==> config.mk <==
export PLATFORM = sky130hd
export DESIGN_NAME = quaternion_peak_angular_rate_top
export DESIGN_NICKNAME = d
export VERILOG_FILES = /design/src/qpar_pkg.sv /design/src/quaternion_peak_angular_rate_top.sv
export SDC_FILE = /design/constraint.sdc
export NUM_CORES = 2
export LEC_CHECK = 0
export ABC_CLOCK_PERIOD_IN_PS = 28500
export BUFFER_PORTS_ARGS = -buffer_cell sky130_fd_sc_hd__buf_4
export CORE_MARGIN = 5
export CORE_UTILIZATION = 46
export CTS_CLUSTER_SIZE = 25
export DETAILED_ROUTE_END_ITERATION = 10
export PLACE_DENSITY = 0.64
export RECOVER_POWER = 25
export SYNTH_ARGS = -nofsm -noshare
export SYNTH_HDL_FRONTEND = slang
export SYNTH_SLANG_ARGS = --single-unit
==> constraint.sdc <==
create_clock -name clk -period 28.5 [get_ports clk]
set_input_delay 0 -clock clk [delete_from_list [all_inputs] [get_ports clk]]
set_output_delay 0 -clock clk [all_outputs]
set_load 0.005 [all_outputs]
==> src/qpar_pkg.sv <==
// Package: constants, types and the cross-product term table for the peak angular rate block.
`default_nettype none
package qpar_pkg;

  localparam int QW = 16;                 // quaternion component width
  localparam int DW = QW + 1;             // difference width
  localparam int MW = 33;                 // shared multiplier operand width
  localparam int VW = 33;                 // vector part width
  localparam int NW = 35;                 // scaled numerator / quotient width
  localparam int TW = 16;                 // interval width
  localparam int PW = 32;                 // peak width

  localparam logic signed [QW-1:0] QMAX = 16'sd16384;
  localparam logic signed [QW-1:0] QMIN = -16'sd16384;
  localparam logic [MW-1:0] US_PER_S = 33'd1000000;
  localparam int SCALE_SHIFT = 17;
  localparam int MAC_TERMS = 12;
  localparam int SQRT_STEPS = 32;

  // Sequencer state codes
  localparam logic [2:0] ST_IDLE  = 3'd0;
  localparam logic [2:0] ST_SETUP = 3'd1;
  localparam logic [2:0] ST_MAC   = 3'd2;
  localparam logic [2:0] ST_SQ    = 3'd3;
  localparam logic [2:0] ST_SQRT  = 3'd4;
  localparam logic [2:0] ST_SCALE = 3'd5;
  localparam logic [2:0] ST_DIV   = 3'd6;
  localparam logic [2:0] ST_DONE  = 3'd7;

  // Run position codes
  localparam logic [1:0] POS_START = 2'd0;
  localparam logic [1:0] POS_ONE   = 2'd1;
  localparam logic [1:0] POS_MANY  = 2'd2;

  // Rate jobs
  localparam logic JOB_HELD = 1'b0;   // sample held from earlier items
  localparam logic JOB_LAST = 1'b1;   // backward difference at end of run

  typedef logic signed [QW-1:0] quat_t [4];
  typedef logic signed [DW-1:0] diff_t [4];

  typedef struct packed {
    logic [1:0] qi;
    logic [1:0] di;
    logic       neg;
  } term_t;

  // Term k of Im(conj(q)*d): vector part k/4, term k%4.
  function automatic term_t mac_term(input logic [3:0] k);
    term_t t;
    t.qi = k[1:0];
    case (k)
      4'd0:  begin t.di = 2'd1; t.neg = 1'b0; end
      4'd1:  begin t.di = 2'd0; t.neg = 1'b1; end
      4'd2:  begin t.di = 2'd3; t.neg = 1'b1; end
      4'd3:  begin t.di = 2'd2; t.neg = 1'b0; end
      4'd4:  begin t.di = 2'd2; t.neg = 1'b0; end
      4'd5:  begin t.di = 2'd3; t.neg = 1'b0; end
      4'd6:  begin t.di = 2'd0; t.neg = 1'b1; end
      4'd7:  begin t.di = 2'd1; t.neg = 1'b1; end
      4'd8:  begin t.di = 2'd3; t.neg = 1'b0; end
      4'd9:  begin t.di = 2'd2; t.neg = 1'b1; end
      4'd10: begin t.di = 2'd1; t.neg = 1'b0; end
      4'd11: begin t.di = 2'd0; t.neg = 1'b1; end
      default: begin t.di = 2'd0; t.neg = 1'b0; end
    endcase
    return t;
  endfunction

  function automatic logic signed [QW-1:0] clampq(input logic signed [QW-1:0] v);
    if (v > QMAX) return QMAX;
    if (v < QMIN) return QMIN;
    return v;
  endfunction

endpackage
`default_nettype wire

==> src/quaternion_peak_angular_rate_top.sv <==
// Top level: peak angular rate over a run of orientation quaternions.
//
//  Channel | Ports                                         | Direction
//  --------+-----------------------------------------------+----------
//  in      | in_valid, in_stall, in_quat_w/x/y/z,          | into block
//          | in_interval_us, in_last_sample                |
//  out     | out_valid, out_stall, out_peak_rate,          | out of block
//          | out_run_too_short                             |
//
// One shared 33x33 signed multiplier plus adders and comparators run under a
// sequencer. One rate passes through the setup, MAC, square, root, scale and
// divide states and then a fold, in that order; no new item is taken until an
// item needing one rate is folded in, and a closing item with held samples
// needs two rates and a hand-off before the block is idle again.
// The first sample of a run only shifts state; a single-sample run goes
// straight to the result hand-off.
// in_stall is high while a rate is being worked or a result is pending.
// Synchronous active-low reset clears the run state and the output valid.
// A result waits in the output register under out_stall while new items
// are still accepted; a finished result waits until that register is free.
`default_nettype none
module quaternion_peak_angular_rate_top (
  input  wire logic                         clk,
  input  wire logic                         rst_n,
  input  wire logic                         in_valid,
  output      logic                         in_stall,
  input  wire logic signed [qpar_pkg::QW-1:0] in_quat_w,
  input  wire logic signed [qpar_pkg::QW-1:0] in_quat_x,
  input  wire logic signed [qpar_pkg::QW-1:0] in_quat_y,
  input  wire logic signed [qpar_pkg::QW-1:0] in_quat_z,
  input  wire logic [qpar_pkg::TW-1:0]        in_interval_us,
  input  wire logic                           in_last_sample,
  output      logic                           out_valid,
  input  wire logic                           out_stall,
  output      logic [qpar_pkg::PW-1:0]        out_peak_rate,
  output      logic                           out_run_too_short
);
  import qpar_pkg::*;

  // Run state
  logic [2:0]  state_r, state_nxt;
  logic [1:0]  pos_r, pos_nxt;
  logic        job_r, job_nxt;
  logic signed [QW-1:0] cur_r [4];
  logic signed [QW-1:0] p1_r [4];
  logic signed [QW-1:0] p2_r [4];
  logic signed [QW-1:0] cur_nxt [4];
  logic signed [QW-1:0] p1_nxt [4];
  logic signed [QW-1:0] p2_nxt [4];
  logic [TW-1:0] dt_r, dt_nxt, pdt_r, pdt_nxt, p2dt_r, p2dt_nxt;
  logic        last_r, last_nxt;
  logic [PW-1:0] peak_r, peak_nxt;

  // Datapath registers
  logic signed [QW-1:0] q_r [4];
  logic signed [DW-1:0] d_r [4];
  logic signed [QW-1:0] q_nxt [4];
  logic signed [DW-1:0] d_nxt [4];
  logic [DW-1:0] den_r, den_nxt;
  logic [5:0]  cnt_r, cnt_nxt;
  logic signed [VW:0]   acc_r, acc_nxt;
  logic signed [VW-1:0] v_r [3];
  logic signed [VW-1:0] v_nxt [3];
  logic [63:0] n_r, n_nxt, res_r, res_nxt, bit_r, bit_nxt;
  logic [NW-1:0] num_r, num_nxt;
  logic [DW-1:0] rem_r, rem_nxt;

  // Output register and pending result
  logic          out_valid_r, out_valid_nxt;
  logic [PW-1:0] out_peak_r, out_peak_nxt, pend_peak_r, pend_peak_nxt;
  logic          out_short_r, out_short_nxt, pend_short_r, pend_short_nxt;

  // Shared multiplier
  logic signed [MW-1:0]   mul_a, mul_b;
  logic signed [2*MW-1:0] mul_p;
  assign mul_p = mul_a * mul_b;

  term_t term;
  logic [VW-2:0] vabs;
  logic [63:0]   trial;
  logic [DW:0]   rem_sh;
  logic [PW-1:0] rate_sat;
  logic [TW-1:0] job_dt;
  logic [DW-1:0] dt_nz;
  logic          in_xfer;

  assign in_stall  = (state_r != ST_IDLE) || out_valid_r && (state_r == ST_DONE);
  assign in_xfer   = in_valid && !in_stall;
  assign out_valid = out_valid_r;
  assign out_peak_rate     = out_peak_r;
  assign out_run_too_short = out_short_r;

  assign term  = mac_term(cnt_r[3:0]);
  assign vabs  = (VW-1)'(v_r[cnt_r[1:0]][VW-1] ? -v_r[cnt_r[1:0]] : v_r[cnt_r[1:0]]);
  assign trial = res_r + bit_r;
  assign rem_sh = {rem_r, num_r[NW-1]};
  assign rate_sat = (num_r[NW-1:PW] != '0) ? '1 : num_r[PW-1:0];
  assign job_dt = (job_r == JOB_LAST) ? dt_r : ((pos_r == POS_MANY) ? p2dt_r : pdt_r);
  assign dt_nz  = (job_dt == '0) ? DW'(1) : DW'(job_dt);

  always_comb begin
    mul_a = '0;
    mul_b = '0;
    unique case (state_r)
      ST_MAC: begin
        mul_a = MW'(q_r[term.qi]);
        mul_b = MW'(d_r[term.di]);
      end
      ST_SQ: begin
        mul_a = MW'({1'b0, vabs});
        mul_b = MW'({1'b0, vabs});
      end
      ST_SCALE: begin
        mul_a = MW'({1'b0, res_r[31:0]});
        mul_b = US_PER_S;
      end
      default: ;
    endcase
  end

  always_comb begin
    state_nxt = state_r;   pos_nxt = pos_r;     job_nxt = job_r;
    cur_nxt = cur_r;       p1_nxt = p1_r;       p2_nxt = p2_r;
    dt_nxt = dt_r;         pdt_nxt = pdt_r;     p2dt_nxt = p2dt_r;
    last_nxt = last_r;     peak_nxt = peak_r;
    q_nxt = q_r;           d_nxt = d_r;         den_nxt = den_r;
    cnt_nxt = cnt_r;       acc_nxt = acc_r;     v_nxt = v_r;
    n_nxt = n_r;           res_nxt = res_r;     bit_nxt = bit_r;
    num_nxt = num_r;       rem_nxt = rem_r;
    out_valid_nxt = out_valid_r;  out_peak_nxt = out_peak_r;
    out_short_nxt = out_short_r;  pend_peak_nxt = pend_peak_r;
    pend_short_nxt = pend_short_r;

    if (out_valid_r && !out_stall) out_valid_nxt = 1'b0;

    unique case (state_r)
      ST_IDLE: begin
        if (in_xfer) begin
          cur_nxt[0] = clampq(in_quat_w);
          cur_nxt[1] = clampq(in_quat_x);
          cur_nxt[2] = clampq(in_quat_y);
          cur_nxt[3] = clampq(in_quat_z);
          dt_nxt   = in_interval_us;
          last_nxt = in_last_sample;
          job_nxt  = JOB_HELD;
          if (pos_r != POS_START) begin
            state_nxt = ST_SETUP;
          end else if (in_last_sample) begin
            pend_peak_nxt  = '0;
            pend_short_nxt = 1'b1;
            state_nxt = ST_DONE;
          end else begin
            // first sample of a run: only held
            p1_nxt  = cur_nxt;
            pdt_nxt = in_interval_us;
            pos_nxt = POS_ONE;
          end
        end
      end
      ST_SETUP: begin
        for (int i = 0; i < 4; i++) begin
          if (job_r == JOB_LAST) begin
            q_nxt[i] = cur_r[i];
            d_nxt[i] = DW'(cur_r[i]) - DW'(p1_r[i]);
          end else begin
            q_nxt[i] = p1_r[i];
            d_nxt[i] = DW'(cur_r[i]) -
                       ((pos_r == POS_MANY) ? DW'(p2_r[i]) : DW'(p1_r[i]));
          end
        end
        den_nxt = (job_r == JOB_HELD && pos_r == POS_MANY) ? {dt_nz[DW-2:0], 1'b0} : dt_nz;
        cnt_nxt = '0;
        acc_nxt = '0;
        state_nxt = ST_MAC;
      end
      ST_MAC: begin
        if (term.neg) acc_nxt = acc_r - (VW+1)'(mul_p);
        else          acc_nxt = acc_r + (VW+1)'(mul_p);
        if (cnt_r[1:0] == 2'd3) begin
          v_nxt[cnt_r[3:2]] = acc_nxt[VW-1:0];
          acc_nxt = '0;
        end
        if (cnt_r[3:0] == 4'(MAC_TERMS - 1)) begin
          cnt_nxt = '0;
          n_nxt = '0;
          state_nxt = ST_SQ;
        end else begin
          cnt_nxt = cnt_r + 6'd1;
        end
      end
      ST_SQ: begin
        n_nxt = n_r + mul_p[63:0];
        if (cnt_r[1:0] == 2'd2) begin
          cnt_nxt = '0;
          res_nxt = '0;
          bit_nxt = 64'd1 << 62;
          state_nxt = ST_SQRT;
        end else begin
          cnt_nxt = cnt_r + 6'd1;
        end
      end
      ST_SQRT: begin
        if (n_r >= trial) begin
          n_nxt   = n_r - trial;
          res_nxt = (res_r >> 1) + bit_r;
        end else begin
          res_nxt = res_r >> 1;
        end
        bit_nxt = bit_r >> 2;
        if (cnt_r[4:0] == 5'(SQRT_STEPS - 1)) begin
          cnt_nxt = '0;
          state_nxt = ST_SCALE;
        end else begin
          cnt_nxt = cnt_r + 6'd1;
        end
      end
      ST_SCALE: begin
        num_nxt = mul_p[SCALE_SHIFT +: NW];
        rem_nxt = '0;
        cnt_nxt = '0;
        state_nxt = ST_DIV;
      end
      ST_DIV: begin
        if (rem_sh >= {1'b0, den_r}) begin
          rem_nxt = DW'(rem_sh - {1'b0, den_r});
          num_nxt = {num_r[NW-2:0], 1'b1};
        end else begin
          rem_nxt = rem_sh[DW-1:0];
          num_nxt = {num_r[NW-2:0], 1'b0};
        end
        if (cnt_r == 6'(NW - 1)) begin
          cnt_nxt = '0;
          state_nxt = ST_DONE;
          job_nxt = job_r;
        end else begin
          cnt_nxt = cnt_r + 6'd1;
        end
        if (cnt_r == 6'(NW - 1)) state_nxt = ST_DONE;
      end
      ST_DONE: ;
      default: state_nxt = ST_IDLE;
    endcase

    // Closing: DONE after DIV folds the rate in; DONE with a pending
    // result hands it to the output register.
    if (state_r == ST_DIV && cnt_r == 6'(NW - 1)) begin
      state_nxt = ST_DONE;
      pend_short_nxt = 1'b0;
    end
  end

  // Rate fold and result hand-off, kept apart from the sequencer above
  logic        fold_r, fold_nxt;
  logic [PW-1:0] peak_upd;
  assign fold_nxt = (state_r == ST_DIV) && (cnt_r == 6'(NW - 1));
  assign peak_upd = (rate_sat > peak_r) ? rate_sat : peak_r;

  logic [2:0]  state_fin;
  logic [1:0]  pos_fin;
  logic        job_fin;
  logic [PW-1:0] peak_fin, pend_peak_fin, out_peak_fin;
  logic        pend_short_fin, out_short_fin, out_valid_fin;
  logic signed [QW-1:0] p1_fin [4];
  logic signed [QW-1:0] p2_fin [4];
  logic [TW-1:0] pdt_fin, p2dt_fin;

  always_comb begin
    state_fin = state_nxt;  pos_fin = pos_nxt;  job_fin = job_nxt;
    peak_fin = peak_nxt;    pend_peak_fin = pend_peak_nxt;
    pend_short_fin = pend_short_nxt;
    out_peak_fin = out_peak_nxt;  out_short_fin = out_short_nxt;
    out_valid_fin = out_valid_nxt;
    p1_fin = p1_nxt;  p2_fin = p2_nxt;  pdt_fin = pdt_nxt;  p2dt_fin = p2dt_nxt;
    if (state_r == ST_DONE) begin
      if (fold_r) begin
        if (job_r == JOB_HELD && last_r) begin
          peak_fin  = peak_upd;
          job_fin   = JOB_LAST;
          state_fin = ST_SETUP;
        end else if (last_r) begin
          pend_peak_fin  = peak_upd;
          pend_short_fin = 1'b0;
          peak_fin  = '0;
          pos_fin   = POS_START;
          state_fin = ST_DONE;
        end else begin
          peak_fin = peak_upd;
          p2_fin   = p1_r;
          p1_fin   = cur_r;
          p2dt_fin = pdt_r;
          pdt_fin  = dt_r;
          pos_fin  = POS_MANY;
          state_fin = ST_IDLE;
        end
      end else if (!out_valid_r || !out_stall) begin
        out_valid_fin = 1'b1;
        out_peak_fin  = pend_peak_r;
        out_short_fin = pend_short_r;
        peak_fin  = '0;
        pos_fin   = POS_START;
        for (int i = 0; i < 4; i++) begin
          p1_fin[i] = '0;
          p2_fin[i] = '0;
        end
        pdt_fin   = '0;
        p2dt_fin  = '0;
        state_fin = ST_IDLE;
      end
    end
  end

  always_ff @(posedge clk) begin
    if (!rst_n) begin
      state_r     <= ST_IDLE;
      pos_r       <= POS_START;
      job_r       <= JOB_HELD;
      peak_r      <= '0;
      out_valid_r <= 1'b0;
      fold_r      <= 1'b0;
      pdt_r       <= '0;
      p2dt_r      <= '0;
      for (int i = 0; i < 4; i++) begin
        p1_r[i] <= '0;
        p2_r[i] <= '0;
      end
    end else begin
      state_r     <= state_fin;
      pos_r       <= pos_fin;
      job_r       <= job_fin;
      peak_r      <= peak_fin;
      out_valid_r <= out_valid_fin;
      fold_r      <= fold_nxt;
      pdt_r       <= pdt_fin;
      p2dt_r      <= p2dt_fin;
      p1_r        <= p1_fin;
      p2_r        <= p2_fin;
    end
  end

  always_ff @(posedge clk) begin
    cur_r   <= cur_nxt;
    dt_r    <= dt_nxt;
    last_r  <= last_nxt;
    q_r     <= q_nxt;
    d_r     <= d_nxt;
    den_r   <= den_nxt;
    cnt_r   <= cnt_nxt;
    acc_r   <= acc_nxt;
    v_r     <= v_nxt;
    n_r     <= n_nxt;
    res_r   <= res_nxt;
    bit_r   <= bit_nxt;
    num_r   <= num_nxt;
    rem_r   <= rem_nxt;
    out_peak_r   <= out_peak_fin;
    out_short_r  <= out_short_fin;
    pend_peak_r  <= pend_peak_fin;
    pend_short_r <= pend_short_fin;
  end

endmodule
`default_nettype wire
==> impl_metrics.env <==
export IMPL_synth_area_sq_um=90700
export IMPL_seqPwrFrac_pct=21.0
export IMPL_insertion_delay_ps=760
export IMPL_finalCritPeriodShare_pct=56.6
export IMPL_setup_slack_ps=12370
export IMPL_clock_power_share_pct=15.5
export IMPL_finalCoreUtilization_pct=50.4
export IMPL_syn_nets=11400
export IMPL_pre_cts_slack_ps=12720
export IMPL_total_power_w=0.00812
export IMPL_tightest_slew_ps=4280
export IMPL_grt_usage_pct=30.2
export IMPL_antenna_found_initial=12
export IMPL_ys_ff_latch=849
export IMPL_die_w_um=454
export IMPL_avgSynthCellArea_sq_um=9.42
export IMPL_max_stage_delay_ps=1790
export IMPL_initial_utilization_pct=46.1
export IMPL_routedWlPerCell_um=25.2
export IMPL_final_cell_count_no_fill=12400
export IMPL_power_density_nw_per_um2=81.8
export IMPL_ctsLongestPathBuffers=3
export IMPL_ctsResizeCount=0
export IMPL_intPower_w=0.00404
export IMPL_cts_tree="done"
export IMPL_die_height_um=454
export IMPL_fillers=18100
export IMPL_rows=163
export IMPL_coreArea_sq_um=197000
export IMPL_period_minus_slack_ps=16130
export IMPL_drtPass1Iterations=6
export IMPL_ys_seq_area_share_pct=25.5
export IMPL_dp_cells=12100
export IMPL_combPwrFrac_pct=63.6
export IMPL_path_max_fanout=46
export IMPL_sw_frac_of_total_pct=50.2
export IMPL_dpl_hpwl_um=238000
export IMPL_yosys_warnings=0
export IMPL_hp_class="input pin to flop"
export IMPL_syn_inst=9637
export IMPL_cp_slowest_cell="clkbuf_1"
export IMPL_synth_largest_area_cell="fa_1"
export IMPL_globalplace_congestion=0.991
export IMPL_ys_top_cells_by_area="fa_1 (25%), edfxtp_1 (20%), ha_1 (7.7%)"
export IMPL_synth_edf_count=613
export IMPL_outcome="finished with violations"
export IMPL_grt_max_degree=92
export IMPL_clk_pin_slew_ps=60
export IMPL_power_switching_w=0.00407
export IMPL_fmax_ghz=0.0620
export IMPL_cts_buffers=93
export IMPL_initialDrtViolationCount=7031
export IMPL_violations="capacitance limit, slew limit"
export IMPL_root_buffer="clkbuf_16"
export IMPL_yosysTopAreaCellShare_pct=25.0
export IMPL_grt_overflow_total=0
export IMPL_wirelength_um=313000
export IMPL_synth_ff_type="edfxtp_1"
export IMPL_finalSetupTns_ps=0
export IMPL_startpoint_type="flop"
export IMPL_boundaryPins=120
export IMPL_leakage_nw=41.4
export IMPL_drive_gt1_share_pct=6.85
export IMPL_nets=11500
export IMPL_io_buffers=119
export IMPL_grt_pass1_vias=74000
export IMPL_cp_arrival_ps=16560
export IMPL_hold_violations=0
export IMPL_ir_drop_mv=0.0839
export IMPL_critPathMostFrequentCell="fa_1"
export IMPL_die_area_sq_um=206000
export IMPL_ant_nets=0
export IMPL_finalSetupViolCount=0
export IMPL_critPathKind="flop to flop"
export IMPL_skew_ps=81.0
export IMPL_viasPerCell=5.90
export IMPL_cts_sinks=849
export IMPL_maxCapViolCount=10
export IMPL_vias=73200
export IMPL_relSlewSlack_pct=-186
export IMPL_cp_end_kind="flop"
export IMPL_drv_slew=435
export IMPL_grt_pass1_wl_um=469000
export IMPL_area_delta_synth_final_pct=9.29
export IMPL_h_tree_depth=3
export IMPL_drc=0
export IMPL_async_flop_share_pct=0
export IMPL_post_cts_buffers=0
export IMPL_netlist_cell_type_count=97
export IMPL_crit_required_ps=28930
export IMPL_rsz0062_at_grt="no"
[flip-flops by register name, summed over array words and instances, names as in the netlist, 6 cells and up]
signal,count
p2dt_nxt,16
v_r,99
pdt_r,16
out_peak_rate,32
p1_r,64
n_r,64
dt_r,16
p2_nxt,64
res_r,64
q_r,64
acc_r,33
bit_r,32
pend_peak_r,32
den_r,17
rem_r,17
d_r,68
cnt_r,6
cur_r,64
peak_nxt,32
num_r,35
[cell usage in the layout, fill, tap and decap left out, types with 27 or more instances in the layout]
cell type,count
nor4_1,27
fa_1,1133
nand2b_1,50
and2_1,86
a211oi_1,69
o21bai_1,63
a22oi_1,94
clkbuf_16,93
and3_1,83
mux4_2,29
mux2i_1,142
dlygate4sd3_1,122
nand3_1,83
a31oi_1,83
or3_1,38
a21o_1,160
nand2_1,1088
clkbuf_4,42
dfxtp_1,236
xor2_1,184
buf_4,246
ha_1,560
nand4_1,59
o21ai_0,281
nor2_1,957
nor3_1,84
a21oi_1,501
o221ai_1,37
o22ai_1,92
clkbuf_1,40
edfxtp_1,613
nor2b_1,209
xnor2_1,235
inv_1,1238
and2_0,44
a21boi_0,42
mux2_2,59
o21a_1,42
[power by group through the flow]
stage / Sequential, W / Combinational [W] / Clock [W]
after floorplan: 0.00169 / 0.00320 / 0
after global placement: 0.00172 / 0.00495 / 0
after detailed placement: 0.00172 / 0.00500 / 0
after CTS: 0.00170 / 0.00505 / 0.00127
after global routing: 0.00171 / 0.00550 / 0.00132
final: 0.00170 / 0.00516 / 0.00126
[cells in the mapped netlist, types with 42 or more instances]
| library cell | count |
|---|---|
| a211oi_1 | 80 |
| o22ai_1 | 92 |
| nand2_1 | 1089 |
| o21bai_1 | 63 |
| edfxtp_1 | 613 |
| a21boi_0 | 42 |
| a31oi_1 | 83 |
| xor2_1 | 186 |
| inv_1 | 1239 |
| nor3_1 | 87 |
| nor2_1 | 968 |
| fa_1 | 1133 |
| a21oi_1 | 508 |
| dfxtp_1 | 236 |
| and2_1 | 129 |
| nand4_1 | 59 |
| nor2b_1 | 210 |
| a21o_1 | 160 |
| ha_1 | 560 |
| and3_1 | 84 |
| mux2_2 | 78 |
| nand3_1 | 86 |
| nand2b_1 | 52 |
| xnor2_1 | 236 |
| mux2i_1 | 142 |
| o21a_1 | 42 |
| a22oi_1 | 95 |
| o21ai_0 | 285 |
| clkbuf_1 | 402 |
[what timing repair did]
action / in CTS / in global routing
endpoints found under the hold margin: 180 / 0
setup endpoints to repair: 0 / 0
hold buffers: 122 / 0
[metrics by stage]
| stage | cell area, sq um | hold WS (ps) |
|---|---|---|
| after floorplan | 90700 | 98.9 |
| after detailed placement | 94900 | 190 |
| after CTS | 99300 | 3.68 |
| final | 99200 | 115 |
| after global routing | 99200 | 98.3 |
| after global placement | 94900 | 188 |
[cells by family (layout without fill, tap and decap cells)]
family / count (synthesis) / after routing / synth area share, %
adder cells (fa/ha/maj): 1693 / 1693 / 32.7
flip-flops: 849 / 849 / 25.5
AND/OR/NAND/NOR: 2930 / 2930 / 14.5
AO/OA/AOI/OAI: 1773 / 1773 / 12.7
other: 0 / 4 / 0
buffers and inverters: 1721 / 1847 / 7.26
multiplexers: 249 / 249 / 3.25
XOR/XNOR: 422 / 422 / 4.07
[worst max-delay path, delay by kind of cell (launching register included)]
family	cells	cell delay [ps]
buffers and inverters	9	3480
and+or+nand+nor	10	3710
xor gates and xnor gates	2	360
adders and majority gates	10	5000
AOI/OAI and AO/OA	13	2740
muxes	1	150
DFF	1	310
[path summary, 6_finish.rpt]
path / startpoint / end / slack (ps) / cells after the start
hold / removal: in_quat_y[14] / cur_r[30]$_DFFE_PP_ / 120 / 3
setup / recovery: state_r[2]$_SDFF_PN0_ / n_r[63]$_SDFFCE_PN0P_ / 12370 / 45
setup reg to reg: state_r[2]$_SDFF_PN0_ / n_r[63]$_SDFFCE_PN0P_ / 12370 / 45
hold reg to reg: pend_peak_r[23]$_DFF_P_ / out_peak_rate[23]$_DFFE_PP_ / 440 / 0
[metal layers]
layer	track usage (%)	vias to the layer above	wire length, um
li1	-	32200	-
met1	39.7	36600	124000
met2	47.1	3468	140000
met3	6.59	824	28900
met4	15.3	16	20000
met5	0	-	107
[cell type report]
cell class	count	area, sq um	share of cell area, %
diodes	4	10.0	0.0101
flip-flops and latches	849	23100	23.3
clock inverters	54	651	0.656
well taps	2640	3300	3.33
clock buffers	119	2500	2.53
multi-input cells	7067	61400	61.9
repair buffers	433	3490	3.51
inverters	1241	4660	4.70
Note: power is estimated with default switching activity, not from simulation.
